==> src/trq_pkg.sv <==
// ----------------------------------------------------------------------------
// Task run queue scheduler package
// Shared types, codes and constants for the run-list task scheduler.
// ----------------------------------------------------------------------------
package trq_pkg;

   localparam int MAX_TASKS_DEF = 16;
   localparam int SLOT_COUNT    = 16;
   localparam int SLOT_W        = 4;
   localparam int CNT_W         = 5;

   localparam logic [CNT_W-1:0] CNT_SAT       = 5'd16;
   localparam logic [7:0]       QUANTUM_RESET = 8'd10;

   // Request action codes.
   localparam logic [3:0] ACT_ADD         = 4'd0;
   localparam logic [3:0] ACT_REMOVE      = 4'd1;
   localparam logic [3:0] ACT_TICK        = 4'd2;
   localparam logic [3:0] ACT_YIELD       = 4'd3;
   localparam logic [3:0] ACT_BLOCK       = 4'd4;
   localparam logic [3:0] ACT_UNBLOCK     = 4'd5;
   localparam logic [3:0] ACT_SLEEP       = 4'd6;
   localparam logic [3:0] ACT_SET_RUNNING = 4'd7;
   localparam logic [3:0] ACT_START       = 4'd8;

   // Scheduling policies.
   localparam logic [1:0] MODE_COOP = 2'd0;
   localparam logic [1:0] MODE_RR   = 2'd1;
   localparam logic [1:0] MODE_PRIO = 2'd2;

   // Configuration register indexes.
   localparam logic [1:0] CSR_POLICY       = 2'd0;
   localparam logic [1:0] CSR_IDLE_SLOT    = 2'd1;
   localparam logic [1:0] CSR_IDLE_PRESENT = 2'd2;
   localparam logic [1:0] CSR_QUANTUM      = 2'd3;

   typedef enum logic [2:0] {
      ST_FREE     = 3'd0,
      ST_READY    = 3'd1,
      ST_RUNNING  = 3'd2,
      ST_BLOCKED  = 3'd3,
      ST_SLEEPING = 3'd4
   } status_type;

   typedef struct packed {
      logic [7:0]  prio;
      logic [15:0] chan;
      logic [31:0] wake;
      logic [7:0]  quant;
   } attr_type;

   typedef struct packed {
      logic prio;
      logic chan;
      logic wake;
      logic quant;
   } attr_we_type;

   typedef struct packed {
      logic              we;
      logic [SLOT_W-1:0] addr;
      attr_we_type       fld;
      attr_type          data;
   } attr_wr_type;

endpackage

==> src/trq_list_ram.sv <==
// ----------------------------------------------------------------------------
// Run list memory
// Ordered list of task slots, one write port and one registered read port.
// ----------------------------------------------------------------------------
module trq_list_ram #(
   parameter int DEPTH = trq_pkg::MAX_TASKS_DEF
) (
   input  logic                        clock,
   input  logic                        we,
   input  logic [$clog2(DEPTH)-1:0]    waddr,
   input  logic [trq_pkg::SLOT_W-1:0]  wdata,
   input  logic [$clog2(DEPTH)-1:0]    raddr,
   output logic [trq_pkg::SLOT_W-1:0]  rdata
);
   import trq_pkg::*;

   logic [SLOT_W-1:0] mem_ff [DEPTH];
   logic [SLOT_W-1:0] rdata_ff;

   always_ff @(posedge clock) begin
      if (we) begin
         mem_ff[waddr] <= wdata;
      end
      rdata_ff <= mem_ff[raddr];
   end

   assign rdata = rdata_ff;

endmodule

==> src/trq_attr_ram.sv <==
// ----------------------------------------------------------------------------
// Slot attribute memory
// Priority, wait channel, wake time and quantum per slot, field write enables.
// ----------------------------------------------------------------------------
module trq_attr_ram (
   input  logic                       clock,
   input  trq_pkg::attr_wr_type       wr,
   input  logic [trq_pkg::SLOT_W-1:0] raddr,
   output trq_pkg::attr_type          rdata
);
   import trq_pkg::*;

   attr_type mem_ff [SLOT_COUNT];
   attr_type rdata_ff;

   always_ff @(posedge clock) begin
      if (wr.we) begin
         if (wr.fld.prio) begin
            mem_ff[wr.addr].prio <= wr.data.prio;
         end
         if (wr.fld.chan) begin
            mem_ff[wr.addr].chan <= wr.data.chan;
         end
         if (wr.fld.wake) begin
            mem_ff[wr.addr].wake <= wr.data.wake;
         end
         if (wr.fld.quant) begin
            mem_ff[wr.addr].quant <= wr.data.quant;
         end
      end
      rdata_ff <= mem_ff[raddr];
   end

   assign rdata = rdata_ff;

endmodule

==> src/task_run_queue_scheduler.sv <==
// ----------------------------------------------------------------------------
// Task run queue scheduler
// Run-list scheduler with round robin and priority selection over slots.
// ----------------------------------------------------------------------------
// A request is taken when start is high and busy is low; one result follows
// on the rsp_ ports for a single cycle with rsp_valid, and it cannot be held
// off. Add, set_running, unknown actions, and a yield, block or sleep that
// has nothing to do pass from the execute state straight to the result
// state. Tick, yield, block, sleep, unblock, start and remove walk the run
// list through the list and attribute memories at one entry per cycle
// behind the s1 and s2 read registers; unblock, start, remove and a
// cooperative tick skip the selection state. A tick that spends a quantum
// adds a quantum read and a decrement state; a remove adds a closing read
// state, and a read and a write state per entry moved up behind the removed one.
module task_run_queue_scheduler #(
   parameter int MAX_TASKS = trq_pkg::MAX_TASKS_DEF
) (
   input  logic                       clock,
   input  logic                       reset,
   input  logic                       start,
   output logic                       busy,
   input  logic [3:0]                 req_action,
   input  logic [trq_pkg::SLOT_W-1:0] req_task_slot,
   input  logic [7:0]                 req_task_priority,
   input  logic [15:0]                req_wait_channel_id,
   input  logic [31:0]                req_sleep_ticks,
   input  logic                       req_run_enable,
   output logic                       rsp_valid,
   output logic [trq_pkg::SLOT_W-1:0] rsp_current_slot,
   output logic                       rsp_current_valid,
   output logic                       rsp_switched,
   output logic [31:0]                rsp_tick_total,
   output logic [31:0]                rsp_switch_total,
   output logic [31:0]                rsp_idle_switch_total,
   output logic [trq_pkg::CNT_W-1:0]  rsp_runnable_total,
   output logic [trq_pkg::CNT_W-1:0]  rsp_blocked_total,
   output logic [trq_pkg::CNT_W-1:0]  rsp_sleeping_total,
   output logic                       rsp_can_sleep_now,
   output logic                       rsp_running_flag,
   input  logic                       csr_we,
   input  logic [1:0]                 csr_addr,
   input  logic [7:0]                 csr_wdata
);
   import trq_pkg::*;

   localparam int IW  = $clog2(MAX_TASKS);
   localparam int LW  = $clog2(MAX_TASKS + 1);
   localparam int CAP = (MAX_TASKS < SLOT_COUNT) ? MAX_TASKS : SLOT_COUNT;
   localparam logic [LW-1:0] CAP_L = LW'(CAP);

   typedef enum logic [3:0] {
      S_IDLE, S_EXEC, S_SCAN, S_POST, S_QREAD, S_QDEC, S_SCHED,
      S_SH_RD, S_SH_WR, S_RESP
   } state_type;

   state_type state_ff;

   // Configuration.
   logic [1:0]        mode_ff;
   logic [SLOT_W-1:0] idle_slot_ff;
   logic              idle_present_ff;
   logic [7:0]        quantum_ff;

   // Captured request.
   logic [3:0]        act_ff;
   logic [SLOT_W-1:0] slot_ff;
   logic [7:0]        pri_ff;
   logic [15:0]       chan_ff;
   logic [31:0]       sleep_ff;
   logic              run_en_ff;

   // Scheduler state.
   logic [LW-1:0]     len_ff;
   status_type        status_ff [SLOT_COUNT];
   logic [SLOT_W-1:0] cur_ff;
   logic              cur_v_ff;
   logic [31:0]       tick_ff;
   logic [31:0]       sw_cnt_ff;
   logic [31:0]       idle_cnt_ff;
   logic [CNT_W-1:0]  runnable_ff;
   logic [CNT_W-1:0]  blocked_ff;
   logic [CNT_W-1:0]  sleeping_ff;
   logic              active_ff;
   logic              sw_ff;

   // List walk.
   logic [LW-1:0]     rd_idx_ff;
   logic              s1_v_ff;
   logic [IW-1:0]     s1_idx_ff;
   logic              s2_v_ff;
   logic [IW-1:0]     s2_idx_ff;
   logic [SLOT_W-1:0] s2_slot_ff;
   logic [SLOT_W-1:0] key_ff;
   logic              excl_ff;
   logic              found_ff;
   logic [IW-1:0]     pos_ff;
   logic [CNT_W-1:0]  run_cnt_ff;
   logic              aft_v_ff;
   logic [SLOT_W-1:0] aft_slot_ff;
   logic [7:0]        aft_pri_ff;
   logic              bef_v_ff;
   logic [SLOT_W-1:0] bef_slot_ff;
   logic [7:0]        bef_pri_ff;
   logic [LW-1:0]     j_ff;

   // Result registers.
   logic              rsp_valid_ff;
   logic [SLOT_W-1:0] rsp_cur_ff;
   logic              rsp_cur_v_ff;
   logic              rsp_sw_ff;
   logic [31:0]       rsp_tick_ff;
   logic [31:0]       rsp_swc_ff;
   logic [31:0]       rsp_idlec_ff;
   logic [CNT_W-1:0]  rsp_run_ff;
   logic [CNT_W-1:0]  rsp_blk_ff;
   logic [CNT_W-1:0]  rsp_slp_ff;
   logic              rsp_cs_ff;
   logic              rsp_act_ff;

   // Memory ports.
   logic              list_we;
   logic [IW-1:0]     list_waddr;
   logic [SLOT_W-1:0] list_wdata;
   logic [IW-1:0]     list_raddr;
   logic [SLOT_W-1:0] list_rdata;
   attr_wr_type       attr_wr;
   logic [SLOT_W-1:0] attr_raddr;
   attr_type          attr_rdata;

   // Combinational helpers.
   logic              is_prio;
   logic              idle_ok;
   logic [SLOT_W-1:0] add_slot;
   logic              add_ok;
   logic [LW-1:0]     j_plus;
   status_type        e_st;
   logic              e_woke;
   logic              e_unb;
   status_type        e_eff;
   logic              e_key;
   logic              e_ready;
   logic              e_run;
   logic              take_aft;
   logic              take_bef;
   logic              pick_v;
   logic [SLOT_W-1:0] pick_slot;
   logic [7:0]        q_dec;
   logic              quantum_cond;
   logic              other_ready;
   logic              can_sleep;

   trq_list_ram #(.DEPTH(MAX_TASKS)) u_list (
      .clock (clock),
      .we    (list_we),
      .waddr (list_waddr),
      .wdata (list_wdata),
      .raddr (list_raddr),
      .rdata (list_rdata)
   );

   trq_attr_ram u_attr (
      .clock (clock),
      .wr    (attr_wr),
      .raddr (attr_raddr),
      .rdata (attr_rdata)
   );

   assign is_prio  = (mode_ff == MODE_PRIO);
   assign idle_ok  = idle_present_ff && (status_ff[idle_slot_ff] != ST_FREE);
   assign add_slot = (act_ff == ACT_START) ? idle_slot_ff : slot_ff;
   assign add_ok   = (status_ff[add_slot] == ST_FREE) && (len_ff < CAP_L);
   assign j_plus   = j_ff + LW'(1);
   assign q_dec    = (attr_rdata.quant != 8'd0) ? attr_rdata.quant - 8'd1 : 8'd0;
   assign quantum_cond = cur_v_ff && (status_ff[cur_ff] == ST_RUNNING) &&
                         !(idle_present_ff && (cur_ff == idle_slot_ff));

   // Per-entry evaluation at the end of the walk pipeline.
   always_comb begin
      e_st     = status_ff[s2_slot_ff];
      e_woke   = (act_ff == ACT_TICK) && (e_st == ST_SLEEPING) &&
                 (attr_rdata.wake <= tick_ff);
      e_unb    = (act_ff == ACT_UNBLOCK) && (e_st == ST_BLOCKED) &&
                 (attr_rdata.chan == chan_ff);
      e_eff    = e_woke ? ST_READY : e_st;
      e_key    = excl_ff && (s2_slot_ff == key_ff);
      e_ready  = (e_eff == ST_READY) && !e_key;
      e_run    = (e_eff == ST_READY) || (e_eff == ST_RUNNING);
      take_aft = e_ready && found_ff &&
                 (!aft_v_ff || (is_prio && (attr_rdata.prio > aft_pri_ff)));
      take_bef = e_ready && !found_ff &&
                 (!bef_v_ff || (is_prio && (attr_rdata.prio > bef_pri_ff)));
   end

   // Entries after the current one come first in scan order; an earlier entry
   // only wins in priority mode when its priority is strictly higher.
   always_comb begin
      pick_v    = 1'b1;
      pick_slot = idle_slot_ff;
      if (aft_v_ff && (!bef_v_ff || !is_prio || (aft_pri_ff >= bef_pri_ff))) begin
         pick_slot = aft_slot_ff;
      end else if (bef_v_ff) begin
         pick_slot = bef_slot_ff;
      end else begin
         pick_v = idle_ok;
      end
   end

   always_comb begin
      other_ready = 1'b0;
      for (int s = 0; s < SLOT_COUNT; s++) begin
         if ((SLOT_W'(s) != cur_ff) && (status_ff[s] == ST_READY)) begin
            other_ready = 1'b1;
         end
      end
      can_sleep = active_ff && cur_v_ff && (tick_ff != 32'd0) &&
                  (status_ff[cur_ff] == ST_RUNNING) &&
                  (other_ready || (idle_ok && (mode_ff != MODE_COOP)));
   end

   // Memory commands.
   always_comb begin
      list_we    = 1'b0;
      list_waddr = len_ff[IW-1:0];
      list_wdata = add_slot;
      list_raddr = rd_idx_ff[IW-1:0];
      attr_wr    = '0;
      attr_raddr = list_rdata;
      case (state_ff)
         S_EXEC: begin
            case (act_ff)
               ACT_ADD, ACT_START: begin
                  if (add_ok && ((act_ff == ACT_ADD) || idle_present_ff)) begin
                     list_we         = 1'b1;
                     attr_wr.we      = 1'b1;
                     attr_wr.addr    = add_slot;
                     attr_wr.fld     = '{prio: 1'b1, chan: 1'b1, wake: 1'b1, quant: 1'b1};
                     attr_wr.data.prio  = (act_ff == ACT_ADD) ? pri_ff : 8'd0;
                     attr_wr.data.quant = quantum_ff;
                  end
               end
               ACT_BLOCK: begin
                  attr_wr.we        = cur_v_ff;
                  attr_wr.addr      = cur_ff;
                  attr_wr.fld.chan  = 1'b1;
                  attr_wr.data.chan = chan_ff;
               end
               ACT_SLEEP: begin
                  attr_wr.we        = cur_v_ff;
                  attr_wr.addr      = cur_ff;
                  attr_wr.fld.wake  = 1'b1;
                  attr_wr.data.wake = tick_ff + sleep_ff;
               end
               default: begin
               end
            endcase
         end
         S_QREAD: begin
            attr_raddr = cur_ff;
         end
         S_QDEC: begin
            attr_wr.we         = 1'b1;
            attr_wr.addr       = cur_ff;
            attr_wr.fld.quant  = 1'b1;
            attr_wr.data.quant = (q_dec == 8'd0) ? quantum_ff : q_dec;
         end
         S_SH_RD: begin
            list_raddr = j_plus[IW-1:0];
         end
         S_SH_WR: begin
            list_we    = 1'b1;
            list_waddr = j_ff[IW-1:0];
            list_wdata = list_rdata;
         end
         default: begin
         end
      endcase
   end

   always_ff @(posedge clock) begin
      if (reset) begin
         mode_ff         <= MODE_COOP;
         idle_slot_ff    <= '0;
         idle_present_ff <= 1'b0;
         quantum_ff      <= QUANTUM_RESET;
      end else if (csr_we) begin
         case (csr_addr)
            CSR_POLICY:       mode_ff         <= csr_wdata[1:0];
            CSR_IDLE_SLOT:    idle_slot_ff    <= csr_wdata[SLOT_W-1:0];
            CSR_IDLE_PRESENT: idle_present_ff <= csr_wdata[0];
            CSR_QUANTUM:      quantum_ff      <= csr_wdata;
            default: begin
            end
         endcase
      end
   end

   always_ff @(posedge clock) begin
      if (reset) begin
         state_ff     <= S_IDLE;
         len_ff       <= '0;
         for (int s = 0; s < SLOT_COUNT; s++) begin
            status_ff[s] <= ST_FREE;
         end
         cur_ff       <= '0;
         cur_v_ff     <= 1'b0;
         tick_ff      <= '0;
         sw_cnt_ff    <= '0;
         idle_cnt_ff  <= '0;
         runnable_ff  <= '0;
         blocked_ff   <= '0;
         sleeping_ff  <= '0;
         active_ff    <= 1'b0;
         sw_ff        <= 1'b0;
         rd_idx_ff    <= '0;
         s1_v_ff      <= 1'b0;
         s2_v_ff      <= 1'b0;
         found_ff     <= 1'b0;
         run_cnt_ff   <= '0;
         aft_v_ff     <= 1'b0;
         bef_v_ff     <= 1'b0;
         rsp_valid_ff <= 1'b0;
      end else begin
         rsp_valid_ff <= 1'b0;
         case (state_ff)
            S_IDLE: begin
               if (start) begin
                  act_ff    <= req_action;
                  slot_ff   <= req_task_slot;
                  pri_ff    <= req_task_priority;
                  chan_ff   <= req_wait_channel_id;
                  sleep_ff  <= req_sleep_ticks;
                  run_en_ff <= req_run_enable;
                  sw_ff     <= 1'b0;
                  state_ff  <= S_EXEC;
               end
            end
            S_EXEC: begin
               rd_idx_ff  <= '0;
               s1_v_ff    <= 1'b0;
               s2_v_ff    <= 1'b0;
               found_ff   <= 1'b0;
               run_cnt_ff <= '0;
               aft_v_ff   <= 1'b0;
               bef_v_ff   <= 1'b0;
               key_ff     <= cur_ff;
               excl_ff    <= cur_v_ff;
               state_ff   <= S_SCAN;
               case (act_ff)
                  ACT_ADD: begin
                     if (add_ok) begin
                        len_ff             <= len_ff + LW'(1);
                        status_ff[slot_ff] <= ST_READY;
                     end
                     state_ff <= S_RESP;
                  end
                  ACT_REMOVE: begin
                     key_ff  <= slot_ff;
                     excl_ff <= 1'b1;
                  end
                  ACT_TICK: begin
                     tick_ff <= tick_ff + 32'd1;
                  end
                  ACT_YIELD: begin
                     if (!active_ff) begin
                        state_ff <= S_RESP;
                     end
                  end
                  ACT_BLOCK: begin
                     if (cur_v_ff) begin
                        if (status_ff[cur_ff] != ST_FREE) begin
                           status_ff[cur_ff] <= ST_BLOCKED;
                        end
                        if (blocked_ff < CNT_SAT) begin
                           blocked_ff <= blocked_ff + CNT_W'(1);
                        end
                     end else begin
                        state_ff <= S_RESP;
                     end
                  end
                  ACT_UNBLOCK: begin
                     excl_ff <= 1'b0;
                  end
                  ACT_SLEEP: begin
                     if (cur_v_ff) begin
                        if (status_ff[cur_ff] != ST_FREE) begin
                           status_ff[cur_ff] <= ST_SLEEPING;
                        end
                        if (sleeping_ff < CNT_SAT) begin
                           sleeping_ff <= sleeping_ff + CNT_W'(1);
                        end
                     end else begin
                        state_ff <= S_RESP;
                     end
                  end
                  ACT_SET_RUNNING: begin
                     active_ff <= run_en_ff;
                     state_ff  <= S_RESP;
                  end
                  ACT_START: begin
                     if (idle_present_ff && add_ok) begin
                        len_ff                  <= len_ff + LW'(1);
                        status_ff[idle_slot_ff] <= ST_READY;
                     end
                     active_ff <= 1'b1;
                     excl_ff   <= 1'b0;
                  end
                  default: begin
                     state_ff <= S_RESP;
                  end
               endcase
            end
            S_SCAN: begin
               if (rd_idx_ff < len_ff) begin
                  s1_v_ff   <= 1'b1;
                  s1_idx_ff <= rd_idx_ff[IW-1:0];
                  rd_idx_ff <= rd_idx_ff + LW'(1);
               end else begin
                  s1_v_ff <= 1'b0;
               end
               s2_v_ff    <= s1_v_ff;
               s2_slot_ff <= list_rdata;
               s2_idx_ff  <= s1_idx_ff;
               if (s2_v_ff) begin
                  if (e_woke) begin
                     status_ff[s2_slot_ff] <= ST_READY;
                     if (sleeping_ff != '0) begin
                        sleeping_ff <= sleeping_ff - CNT_W'(1);
                     end
                  end
                  if (e_unb) begin
                     status_ff[s2_slot_ff] <= ST_READY;
                     if (blocked_ff != '0) begin
                        blocked_ff <= blocked_ff - CNT_W'(1);
                     end
                  end
                  run_cnt_ff <= run_cnt_ff + CNT_W'(e_run);
                  if (e_key) begin
                     found_ff <= 1'b1;
                     pos_ff   <= s2_idx_ff;
                  end
                  if (take_aft) begin
                     aft_v_ff    <= 1'b1;
                     aft_slot_ff <= s2_slot_ff;
                     aft_pri_ff  <= attr_rdata.prio;
                  end
                  if (take_bef) begin
                     bef_v_ff    <= 1'b1;
                     bef_slot_ff <= s2_slot_ff;
                     bef_pri_ff  <= attr_rdata.prio;
                  end
               end
               if ((rd_idx_ff == len_ff) && !s1_v_ff && !s2_v_ff) begin
                  state_ff <= S_POST;
               end
            end
            S_POST: begin
               case (act_ff)
                  ACT_REMOVE: begin
                     j_ff     <= LW'(pos_ff);
                     state_ff <= found_ff ? S_SH_RD : S_RESP;
                  end
                  ACT_TICK: begin
                     runnable_ff <= run_cnt_ff;
                     if (mode_ff == MODE_COOP) begin
                        state_ff <= S_RESP;
                     end else if (quantum_cond) begin
                        state_ff <= S_QREAD;
                     end else begin
                        state_ff <= S_SCHED;
                     end
                  end
                  ACT_START: begin
                     if (pick_v) begin
                        if (cur_v_ff && (cur_ff != pick_slot) &&
                            (status_ff[cur_ff] == ST_RUNNING)) begin
                           status_ff[cur_ff] <= ST_READY;
                        end
                        sw_ff                <= !cur_v_ff || (cur_ff != pick_slot);
                        status_ff[pick_slot] <= ST_RUNNING;
                        cur_ff               <= pick_slot;
                        cur_v_ff             <= 1'b1;
                     end
                     state_ff <= S_RESP;
                  end
                  ACT_UNBLOCK: begin
                     state_ff <= S_RESP;
                  end
                  default: begin
                     state_ff <= S_SCHED;
                  end
               endcase
            end
            S_QREAD: begin
               state_ff <= S_QDEC;
            end
            S_QDEC: begin
               // The quantum is reloaded by the memory write when it runs out.
               state_ff <= (q_dec == 8'd0) ? S_SCHED : S_RESP;
            end
            S_SCHED: begin
               if (pick_v && !(cur_v_ff && (pick_slot == cur_ff))) begin
                  if (cur_v_ff && (status_ff[cur_ff] == ST_RUNNING)) begin
                     status_ff[cur_ff] <= ST_READY;
                  end
                  status_ff[pick_slot] <= ST_RUNNING;
                  cur_ff    <= pick_slot;
                  cur_v_ff  <= 1'b1;
                  sw_cnt_ff <= sw_cnt_ff + 32'd1;
                  if (idle_present_ff && (pick_slot == idle_slot_ff)) begin
                     idle_cnt_ff <= idle_cnt_ff + 32'd1;
                  end
                  sw_ff <= 1'b1;
               end
               state_ff <= S_RESP;
            end
            S_SH_RD: begin
               if (j_plus < len_ff) begin
                  state_ff <= S_SH_WR;
               end else begin
                  len_ff             <= len_ff - LW'(1);
                  status_ff[slot_ff] <= ST_FREE;
                  state_ff           <= S_RESP;
               end
            end
            S_SH_WR: begin
               j_ff     <= j_plus;
               state_ff <= S_SH_RD;
            end
            S_RESP: begin
               rsp_valid_ff <= 1'b1;
               rsp_cur_ff   <= cur_v_ff ? cur_ff : '0;
               rsp_cur_v_ff <= cur_v_ff;
               rsp_sw_ff    <= sw_ff;
               rsp_tick_ff  <= tick_ff;
               rsp_swc_ff   <= sw_cnt_ff;
               rsp_idlec_ff <= idle_cnt_ff;
               rsp_run_ff   <= runnable_ff;
               rsp_blk_ff   <= blocked_ff;
               rsp_slp_ff   <= sleeping_ff;
               rsp_cs_ff    <= can_sleep;
               rsp_act_ff   <= active_ff;
               state_ff     <= S_IDLE;
            end
            default: begin
               state_ff <= S_IDLE;
            end
         endcase
      end
   end

   assign busy                  = (state_ff != S_IDLE);
   assign rsp_valid             = rsp_valid_ff;
   assign rsp_current_slot      = rsp_cur_ff;
   assign rsp_current_valid     = rsp_cur_v_ff;
   assign rsp_switched          = rsp_sw_ff;
   assign rsp_tick_total        = rsp_tick_ff;
   assign rsp_switch_total      = rsp_swc_ff;
   assign rsp_idle_switch_total = rsp_idlec_ff;
   assign rsp_runnable_total    = rsp_run_ff;
   assign rsp_blocked_total     = rsp_blk_ff;
   assign rsp_sleeping_total    = rsp_slp_ff;
   assign rsp_can_sleep_now     = rsp_cs_ff;
   assign rsp_running_flag      = rsp_act_ff;

endmodule

==> config.mk <==
export PLATFORM = sky130hd
export DESIGN_NAME = task_run_queue_scheduler
export DESIGN_NICKNAME = d
export VERILOG_FILES = /design/src/trq_pkg.sv /design/src/trq_list_ram.sv /design/src/trq_attr_ram.sv /design/src/task_run_queue_scheduler.sv
export SDC_FILE = /design/constraint.sdc
export NUM_CORES = 2
export LEC_CHECK = 0
export BUFFER_PORTS_ARGS = -buffer_cell sky130_fd_sc_hd__buf_4
export CAP_MARGIN = 10
export CORE_UTILIZATION = 45
export CTS_BUF_LIST = sky130_fd_sc_hd__clkbuf_4
export CTS_CLUSTER_SIZE = 12
export DETAILED_ROUTE_END_ITERATION = 8
export GPL_ROUTABILITY_DRIVEN = 0
export SLEW_MARGIN = 20
export SYNTH_ARGS = -nofsm -noshare
export SYNTH_HDL_FRONTEND = slang
export SYNTH_SLANG_ARGS = --single-unit
==> constraint.sdc <==
create_clock -name clock -period 5.3 [get_ports clock]
set_clock_uncertainty 0.05 [all_clocks]
set_input_delay 0.795 -clock clock [delete_from_list [all_inputs] [get_ports clock]]
set_output_delay 0.795 -clock clock [all_outputs]
set_load 0.01 [all_outputs]
-- Yosys cells after proc, flatten, opt, wreduce, memory -nomap -nowiden
Memories as Yosys holds them, arrays and structs flattened. A register that Yosys moved wholly into a read port is not among the register bits.
Cells that the tools add are included.
- bits in registers: 392
- latch bits: 0
- RAM bits: 1136
- bits in read-only memories: 0
- word-level logic and storage cells: 506
- memories kept: 3
- add/sub/neg operators: 14
- multiply operators: 0
- div/mod/pow operators: 0
- order comparisons: 9
- equal/unequal tests: 88
- shift operators: 0
- muxes and demuxes: 208
- bitwise operators: 7
- reductions and logical operators: 125
- memory list (memory ; words ; bits a word ; read ports ; clocked after memory_dff ; write ports ; line ; source):
    u_attr.mem_ff ; 16 ; 64 ; 1 ; 1 ; 1 ; trq_attr_ram.sv:13 ; attr_type mem_ff [SLOT_COUNT];
    u_list.mem_ff ; 16 ; 4 ; 1 ; 1 ; 1 ; trq_list_ram.sv:17 ; logic [SLOT_W-1:0] mem_ff [DEPTH];
    status_ff ; 16 ; 3 ; 20 ; 3 ; 16 ; task_run_queue_scheduler.sv:74 ; status_type status_ff [SLOT_COUNT];
- operators with widths (cell ; number):
    two-way mux 4 bit ; 28
    two-way mux 1 bit ; 111
    adder 32 x 1 -> 32 bit, second input constant ; 3
    two-way mux 5 bit ; 18
    case mux 5 bit (2 select lines) ; 9
    two-way mux 56 bit ; 1
    equality test 3 x 1 -> 1 bit, second input constant ; 17
    logical AND 1 bit ; 48
    two-way mux 8 bit ; 5
    two-way mux 3 bit ; 13
    inequality test 2 bit, second input constant ; 18
    case mux 4 bit (9 select lines) ; 1
    adder 32 bit ; 1
    equality test 4 x 3 -> 1 bit, second input constant ; 8
    <= comparator 32 bit ; 1
    two-way mux 32 bit ; 1
    inequality test 4 bit, first input constant ; 8
    nonzero test 32 bit ; 1
    AND reduction 2 bit ; 14
    adder 5 x 1 -> 5 bit, second input constant ; 5
    case mux 1 bit (2 select lines) ; 12
    case mux 4 bit (3 select lines) ; 2
    AND reduction 3 bit ; 7
    two-way mux 17 bit ; 1
    other kinds (48) ; 118

-- Longest topological paths before layout
- depth in word-level cells: 21
- mapped depth: 16
- depth with buffers taken out: 15

-- Hierarchy
A second synthesis with hierarchy kept.
- cells, all modules: 4236
- area total of the unflattened synthesis: 66418.7 um^2
- modules (own cells, without submodules) (module ; instances ; cells each ; area each (um^2)):
    trq_attr_ram ; 1 ; 1718 ; 39849.5
    task_run_queue_scheduler ; 1 ; 2388 ; 23902.9
    trq_list_ram ; 1 ; 130 ; 2666.3

-- Worst setup path before layout
No wires, ideal clock.
- path type: register to register
- start point: register act_ff[0]
- end point: memory u_attr.mem_ff[12][10] (netlist name), enable pin
- library setup time: 0.421 ns
- arrival: 4.729 ns
- setup slack: 0.100 ns
- stages on the path, launching flop included: 15
- buffers on the path: 3
- period minus slack after synthesis: 5.200 ns
- cell sequence: edfxtp_1 buf_6 nor4b_4 buf_6 mux2i_2 mux4_1 mux2_2 or2_4 o2111a_1 nand2_1 clkbuf_1 a21oi_1 a21oi_1 nand2_1 nor2_1
- word-level cells in the longest chain between the ends: 12
- RTL lines (element ; line ; source):
    start, declared ; task_run_queue_scheduler.sv:65 ; logic [3:0] act_ff;
    start signal, assigned ; task_run_queue_scheduler.sv:327 ; act_ff <= req_action;
    equality test 4 bit ; task_run_queue_scheduler.sv:170, task_run_queue_scheduler.sv:230 ;
    two-way mux 4 bit ; task_run_queue_scheduler.sv:170 ; assign add_slot = (act_ff == ACT_START) ? idle_slot_ff : slot_ff;
    memory (16 x 3 bit) ; -- ;
    zero test 3 bit ; task_run_queue_scheduler.sv:171 ; assign add_ok = (status_ff[add_slot] == ST_FREE) && (len_ff < CAP_L);
    logical AND 1 bit ; task_run_queue_scheduler.sv:171 ;
    logical AND 1 bit ; task_run_queue_scheduler.sv:232 ; if (add_ok && ((act_ff == ACT_ADD) || idle_present_ff)) begin
    two-way mux 17 bit ; task_run_queue_scheduler.sv:232 ;
    case mux 1 bit (2 select lines) ; task_run_queue_scheduler.sv:230 ; case (act_ff)
    two-way mux 3 bit ; task_run_queue_scheduler.sv:228 ; case (state_ff)
    two-way mux 1 bit ; trq_attr_ram.sv:24 ; if (wr.fld.wake) begin
    two-way mux 1 bit ; trq_attr_ram.sv:17 ; if (wr.we) begin
    two-way mux 1 bit (implied by the code) ; trq_attr_ram.sv:25 ; mem_ff[wr.addr].wake <= wr.data.wake;
    end, declared ; trq_attr_ram.sv:13 ;
Several ways; a longest one is shown, not always the timed one.

-- Final worst setup path
- start point: register act_ff[1]
- end point: memory u_attr.mem_ff[12][26] (netlist name), enable pin
The elaborated chain is that of the path after synthesis.

==> impl.org <==
** Pwr
- Worst vdd rail ir drop :: roughly 0.00021 V
- Cell internal power was estimated by the tool at 21200 uW.
- Clock network fraction of total power :: 37.9%
- Lkg Pwr :: 0.0279 uW
- The share of total power dissipated in sequential elements is between 50% and 60%.
- In this run the power density over the cells is 365 mW/mm2.
- Portion of total power attributed to combinational logic :: between 10% and 20%
- Net switching is 25.7% of the power.
- Net load switching power :: 7310 uW

** Critical path
- By instance count, the cell type seen most on the critical path is sky130_fd_sc_hd__buf_4.
- The critical path contains buffers and inverters numbering 3 combined.
- Among all stages on the critical path, the largest delay is contributed by sky130_fd_sc_hd__mux4_1.
- Kind of start point of the critical path :: flip-flop
- Category of the worst setup path capture point :: flip-flop
- For this run, the slowest stage of the critical path takes 0.61 ns.
- Critical Path AT :: 5.88 ns
- The critical path is of the flip-flop to flip-flop type.
- Along the worst path, the maximum fanout reaches 22.
- Data on the critical path is required at its endpoint by approximately 6.2 ns.
- The signal on the critical path passes through nor4b_4, mux2i_2, mux4_1, mux2_2, or2_4, o2111a_1, nand2_1, buf_4, a21oi_1, a21oi_1, buf_4, nand2_1, nor2_4, buf_4.
- Critical path's top delay family :: simple AND/OR/NAND/NOR gates

** Placement
- Number of port buffers :: 199
- HPWL after detailed placement :: 109000 um
- Number of cells in the design after placement :: 6481

** Floorplanning
- Core Rows :: 140
- Die footprint :: 0.149 mm2
- The region available for standard cell placement spans around 0.15 mm2.
- Measured along the x axis, the die boundary spans ~390 um.
- Measured along the y axis, the die boundary spans between 300 and 400 um.
- Once the floorplan was initialized, standard cells occupied 45.5% of the core.
- During I/O placement, the number of pins put on the boundary was 200.

** Synthesis
- In the synthesized netlist the async set-or-reset flop fraction comes to 0%.
- The portion of synthesized area spent on multiplexers is 10.8%.
- The mapped netlist covers 0.0666 mm2.
- Mapped Nets :: 4593
- Register area share after synthesis :: 68.2%
- The synthesized design contains between 1000 and 1500 enable-type register cells.
- Distinct cell type count of the synthesized netlist :: 83
- The synthesized netlist devotes 5.83% of its cell area to compound gates.
- Flip-flop cell with the highest count after synthesis :: sky130_fd_sc_hd__edfxtp_1
- Yosys printed 0 warnings.
- Of the total synthesized cell area, the portion taken by XOR and XNOR cells is about 2%.
- Adder-cell share of the synthesized area :: 2.28%
- Post-synthesis share of cell area spent on and, or, nand and nor gates :: 9.06%
- Count of state elements after synthesis :: 1608
- Number of standard cells after synthesis :: 4395
- After synthesis, the largest family of logic cells by area is multiplexers.
- A synthesized cell averages 15.1 um2.

** STA
- For the final routed database, the setup TNS stands at 0 ns.
- Clock period minus final worst setup slack :: 5.01 ns
- The number of hold violations in the final report is 0.
- Number of max-slew violations in the final report :: 0
- Derived from the worst setup path, the maximum achievable clock frequency is 0.200 GHz.
- For the pin with the worst max-slew slack, the measured transition is 1.04 ns.
- Setup violations remaining at the end of the flow were counted as 0.
- Max-slew headroom :: 30.2%
- After layout, the worst path uses 94.6% of the clock period.
- Setup repair after global routing left no endpoint under its margin.

** Run status
- The flow ran to the end, and the final reports show no timing, DRC or antenna violations.

** Drt
- Dividing the detail-routed wire length by the instance count gives about 24 um.
- Wires add up to between 150000 and 200000 um.
- Post-detailed-route via-to-cell ratio :: between 5 and 6
- In this run, the number of DRC markers left after iteration 0 of detailed routing was ~3500.
- The pre-antenna-repair detailed-routing pass consisted of 6 iterations.
- Post-detailed-route count of antenna-violating nets :: 0
- Remaining design rule violation count :: 0
- Summing over every cut layer, the via total after detailed routing is 41400.

** Layout
- Leaving out fill and tap cells, the most frequent cells in the layout are sky130_fd_sc_hd__edfxtp_1, sky130_fd_sc_hd__clkbuf_4, sky130_fd_sc_hd__buf_4, sky130_fd_sc_hd__nor2_1, sky130_fd_sc_hd__nand2_1.
- For this run, the post-layout net count is between 5000 and 6000.
- Most common library cell in the layout ignoring fill and taps :: sky130_fd_sc_hd__edfxtp_1
- Once layout is complete, the cells apart from fillers number 7334.
- Synth-to-layout area growth :: 17.2%
- # fillers :: 12058
- The post-route netlist has 26.8% of its cells at a drive strength greater than 1.

** Global route
- Aggregate global routing overflow :: 0
- Antenna violations before repair :: 5
- The first global-routing pass estimated 261000 um of wire.
- The via count of the first global-routing pass came to 41848.
- Maximum number of pins on one net before global-route repair :: ~130
- For this run, the total global-route usage over all layers was measured as ~23%.

** Flow run
- The tool flagged a number of max-cap violations equal to 0.

** CTS
- The number of clock buffers added by TritonCTS is 425.
- Clock tree sinks :: 1608
- Maximum clock insertion buffer count :: 4
- Clock tree from TritonCTS :: built
- CTS root buf :: sky130_fd_sc_hd__clkbuf_4
- H-tree depth :: 5
- Setup bufs post-CTS :: 0
- After clock tree synthesis, the clock-pin slew on the worst setup and hold paths is 0.08 ns.
- At the later pin of the worst-skew pair, clock insertion delay measures 1.33 ns.

** Worst hold path
- Path class of the lowest-slack min-delay path :: input pin to flip-flop
-- synthesized netlist by cell type, types with 7 or more instances --
cell	count	area share, %
sky130_fd_sc_hd__or2_2	11	0.10
sky130_fd_sc_hd__xor2_1	58	0.76
sky130_fd_sc_hd__edfxtp_1	1322	60
sky130_fd_sc_hd__clkbuf_1	150	0.85
sky130_fd_sc_hd__a31oi_1	89	0.84
sky130_fd_sc_hd__nor3b_1	33	0.37
sky130_fd_sc_hd__nand4_1	35	0.33
sky130_fd_sc_hd__a2111oi_0	7	0.092
sky130_fd_sc_hd__mux2i_1	46	0.69
sky130_fd_sc_hd__mux4_2	281	9.5
sky130_fd_sc_hd__ha_1	115	2.2
sky130_fd_sc_hd__nor2_1	381	2.1
sky130_fd_sc_hd__nand2_1	311	1.8
sky130_fd_sc_hd__o211ai_1	8	0.090
sky130_fd_sc_hd__o21ai_0	74	0.56
sky130_fd_sc_hd__nor4_1	36	0.34
sky130_fd_sc_hd__nand3_1	76	0.57
sky130_fd_sc_hd__dfxtp_1	286	8.6
sky130_fd_sc_hd__or3_1	39	0.37
sky130_fd_sc_hd__or4_1	13	0.15
sky130_fd_sc_hd__o22ai_1	9	0.085
sky130_fd_sc_hd__and2_1	111	1.0
sky130_fd_sc_hd__mux2_2	33	0.56
sky130_fd_sc_hd__nand2b_1	25	0.23
sky130_fd_sc_hd__a21o_1	35	0.39
sky130_fd_sc_hd__o31ai_1	9	0.10
sky130_fd_sc_hd__inv_1	112	0.63
sky130_fd_sc_hd__o21a_1	13	0.15
sky130_fd_sc_hd__and3_1	28	0.26
sky130_fd_sc_hd__xnor2_1	92	1.2
sky130_fd_sc_hd__a21oi_1	161	1.2
sky130_fd_sc_hd__and4_1	7	0.092
sky130_fd_sc_hd__buf_1	41	0.23
sky130_fd_sc_hd__nor2b_1	28	0.26
sky130_fd_sc_hd__nor3_1	85	0.64
sky130_fd_sc_hd__o41ai_1	10	0.13
sky130_fd_sc_hd__o21bai_1	8	0.090
sky130_fd_sc_hd__a211oi_1	106	1.2
-- kinds of logic after synthesis --
| kind of cell | Yosys count |
|---|---|
| xor+xnor | 150 |
| mux | 362 |
| fa+ha+maj | 119 |
| flops | 1608 |
| buf+inv | 311 |
| compound gates | 598 |
| simple gates | 1247 |
-- final timing paths --
path | cells after the start | startpoint | end | slack (ns)
min | 4 | csr_we | idle_slot_ff[0] | 0.13
min reg2reg | 0 | s2_idx_ff[0] | pos_ff[0] | 0.37
max | 14 | act_ff[1] | u_attr.mem_ff[12][26] | 0.29
max reg2reg | 14 | act_ff[1] | u_attr.mem_ff[12][26] | 0.29
-- metal layers --
layer | part of all wire [%] | vias up | track usage, %
met5 | 0.0069 | - | 0
met4 | 3.0 | 2 | 8.71
met3 | 7.0 | 368 | 4.75
met2 | 47 | 1668 | 36.9
met1 | 42 | 20714 | 31.5
li1 | - | 18648 | -
-- final cells by class --
| type | count | area (um2) | area share [%] |
|---|---|---|---|
| Sequential cell | 1608 | 45400 | 58.2 |
| Multi-Input combinational cell | 2476 | 20300 | 26.1 |
| Clock buffer | 640 | 4800 | 6.16 |
| Timing Repair Buffer | 464 | 4000 | 5.12 |
| Tap cell | 1917 | 2400 | 3.07 |
| Clock inverter | 107 | 608 | 0.780 |
| Inverter | 113 | 424 | 0.544 |
| Antenna cell | 9 | 22.5 | 0.0289 |
-- per-stage QoR --
step	setup WS, ns	power [uW]	utilization, %	cell area [um2]	hold slack [ns]
floorplan	0.100	16600	-	66600	0.350
global placement	0.138	17900	48.9	71500	0.351
detailed placement	0.0365	17900	48.9	71500	0.355
CTS	0.0513	28800	53.3	77900	0.0151
global route	0.00517	29700	53.3	78000	0.0305
finish	0.288	28500	53.3	78000	0.128
-- registers in the layout, indices dropped and copies added, names as in the netlist, 16 cells and up, named ones only --
register,count
u_attr.mem_ff,1024
u_list.mem_ff,64
status_ff,48
tick_ff,32
sw_cnt_ff,32
u_attr.rdata,64
chan_ff,16
rsp_idle_switch_total,32
rsp_tick_total,32
idle_cnt_ff,32
rsp_switch_total,32
sleep_ff,32
-- power groups by stage --
| stage | combinational, uW | clock (uW) | sequential (uW) |
|---|---|---|---|
| 2_1_floorplan | 2170 | 0 | 14400 |
| 5_1_grt | 3690 | 11700 | 14300 |
| 6_report | 3410 | 10800 | 14300 |
| 3_5_place_dp | 3370 | 0 | 14500 |
| 4_1_cts | 3430 | 11100 | 14300 |
| 3_3_place_gp | 3330 | 0 | 14500 |
-- what timing repair did --
action,in CTS,in global routing
hold buffers,96,0
resized for setup,0,7
endpoints found under the setup margin,0,53
endpoints found under the hold margin,108,0
-- worst min-delay path, stage by stage --
cell                       delay [ns]
sky130_fd_sc_hd__buf_4           0.13
sky130_fd_sc_hd__nand3b_1        0.25
sky130_fd_sc_hd__mux2i_1         0.12
sky130_fd_sc_hd__nor2_1          0.12
Power figures use the tool's default switching activity.
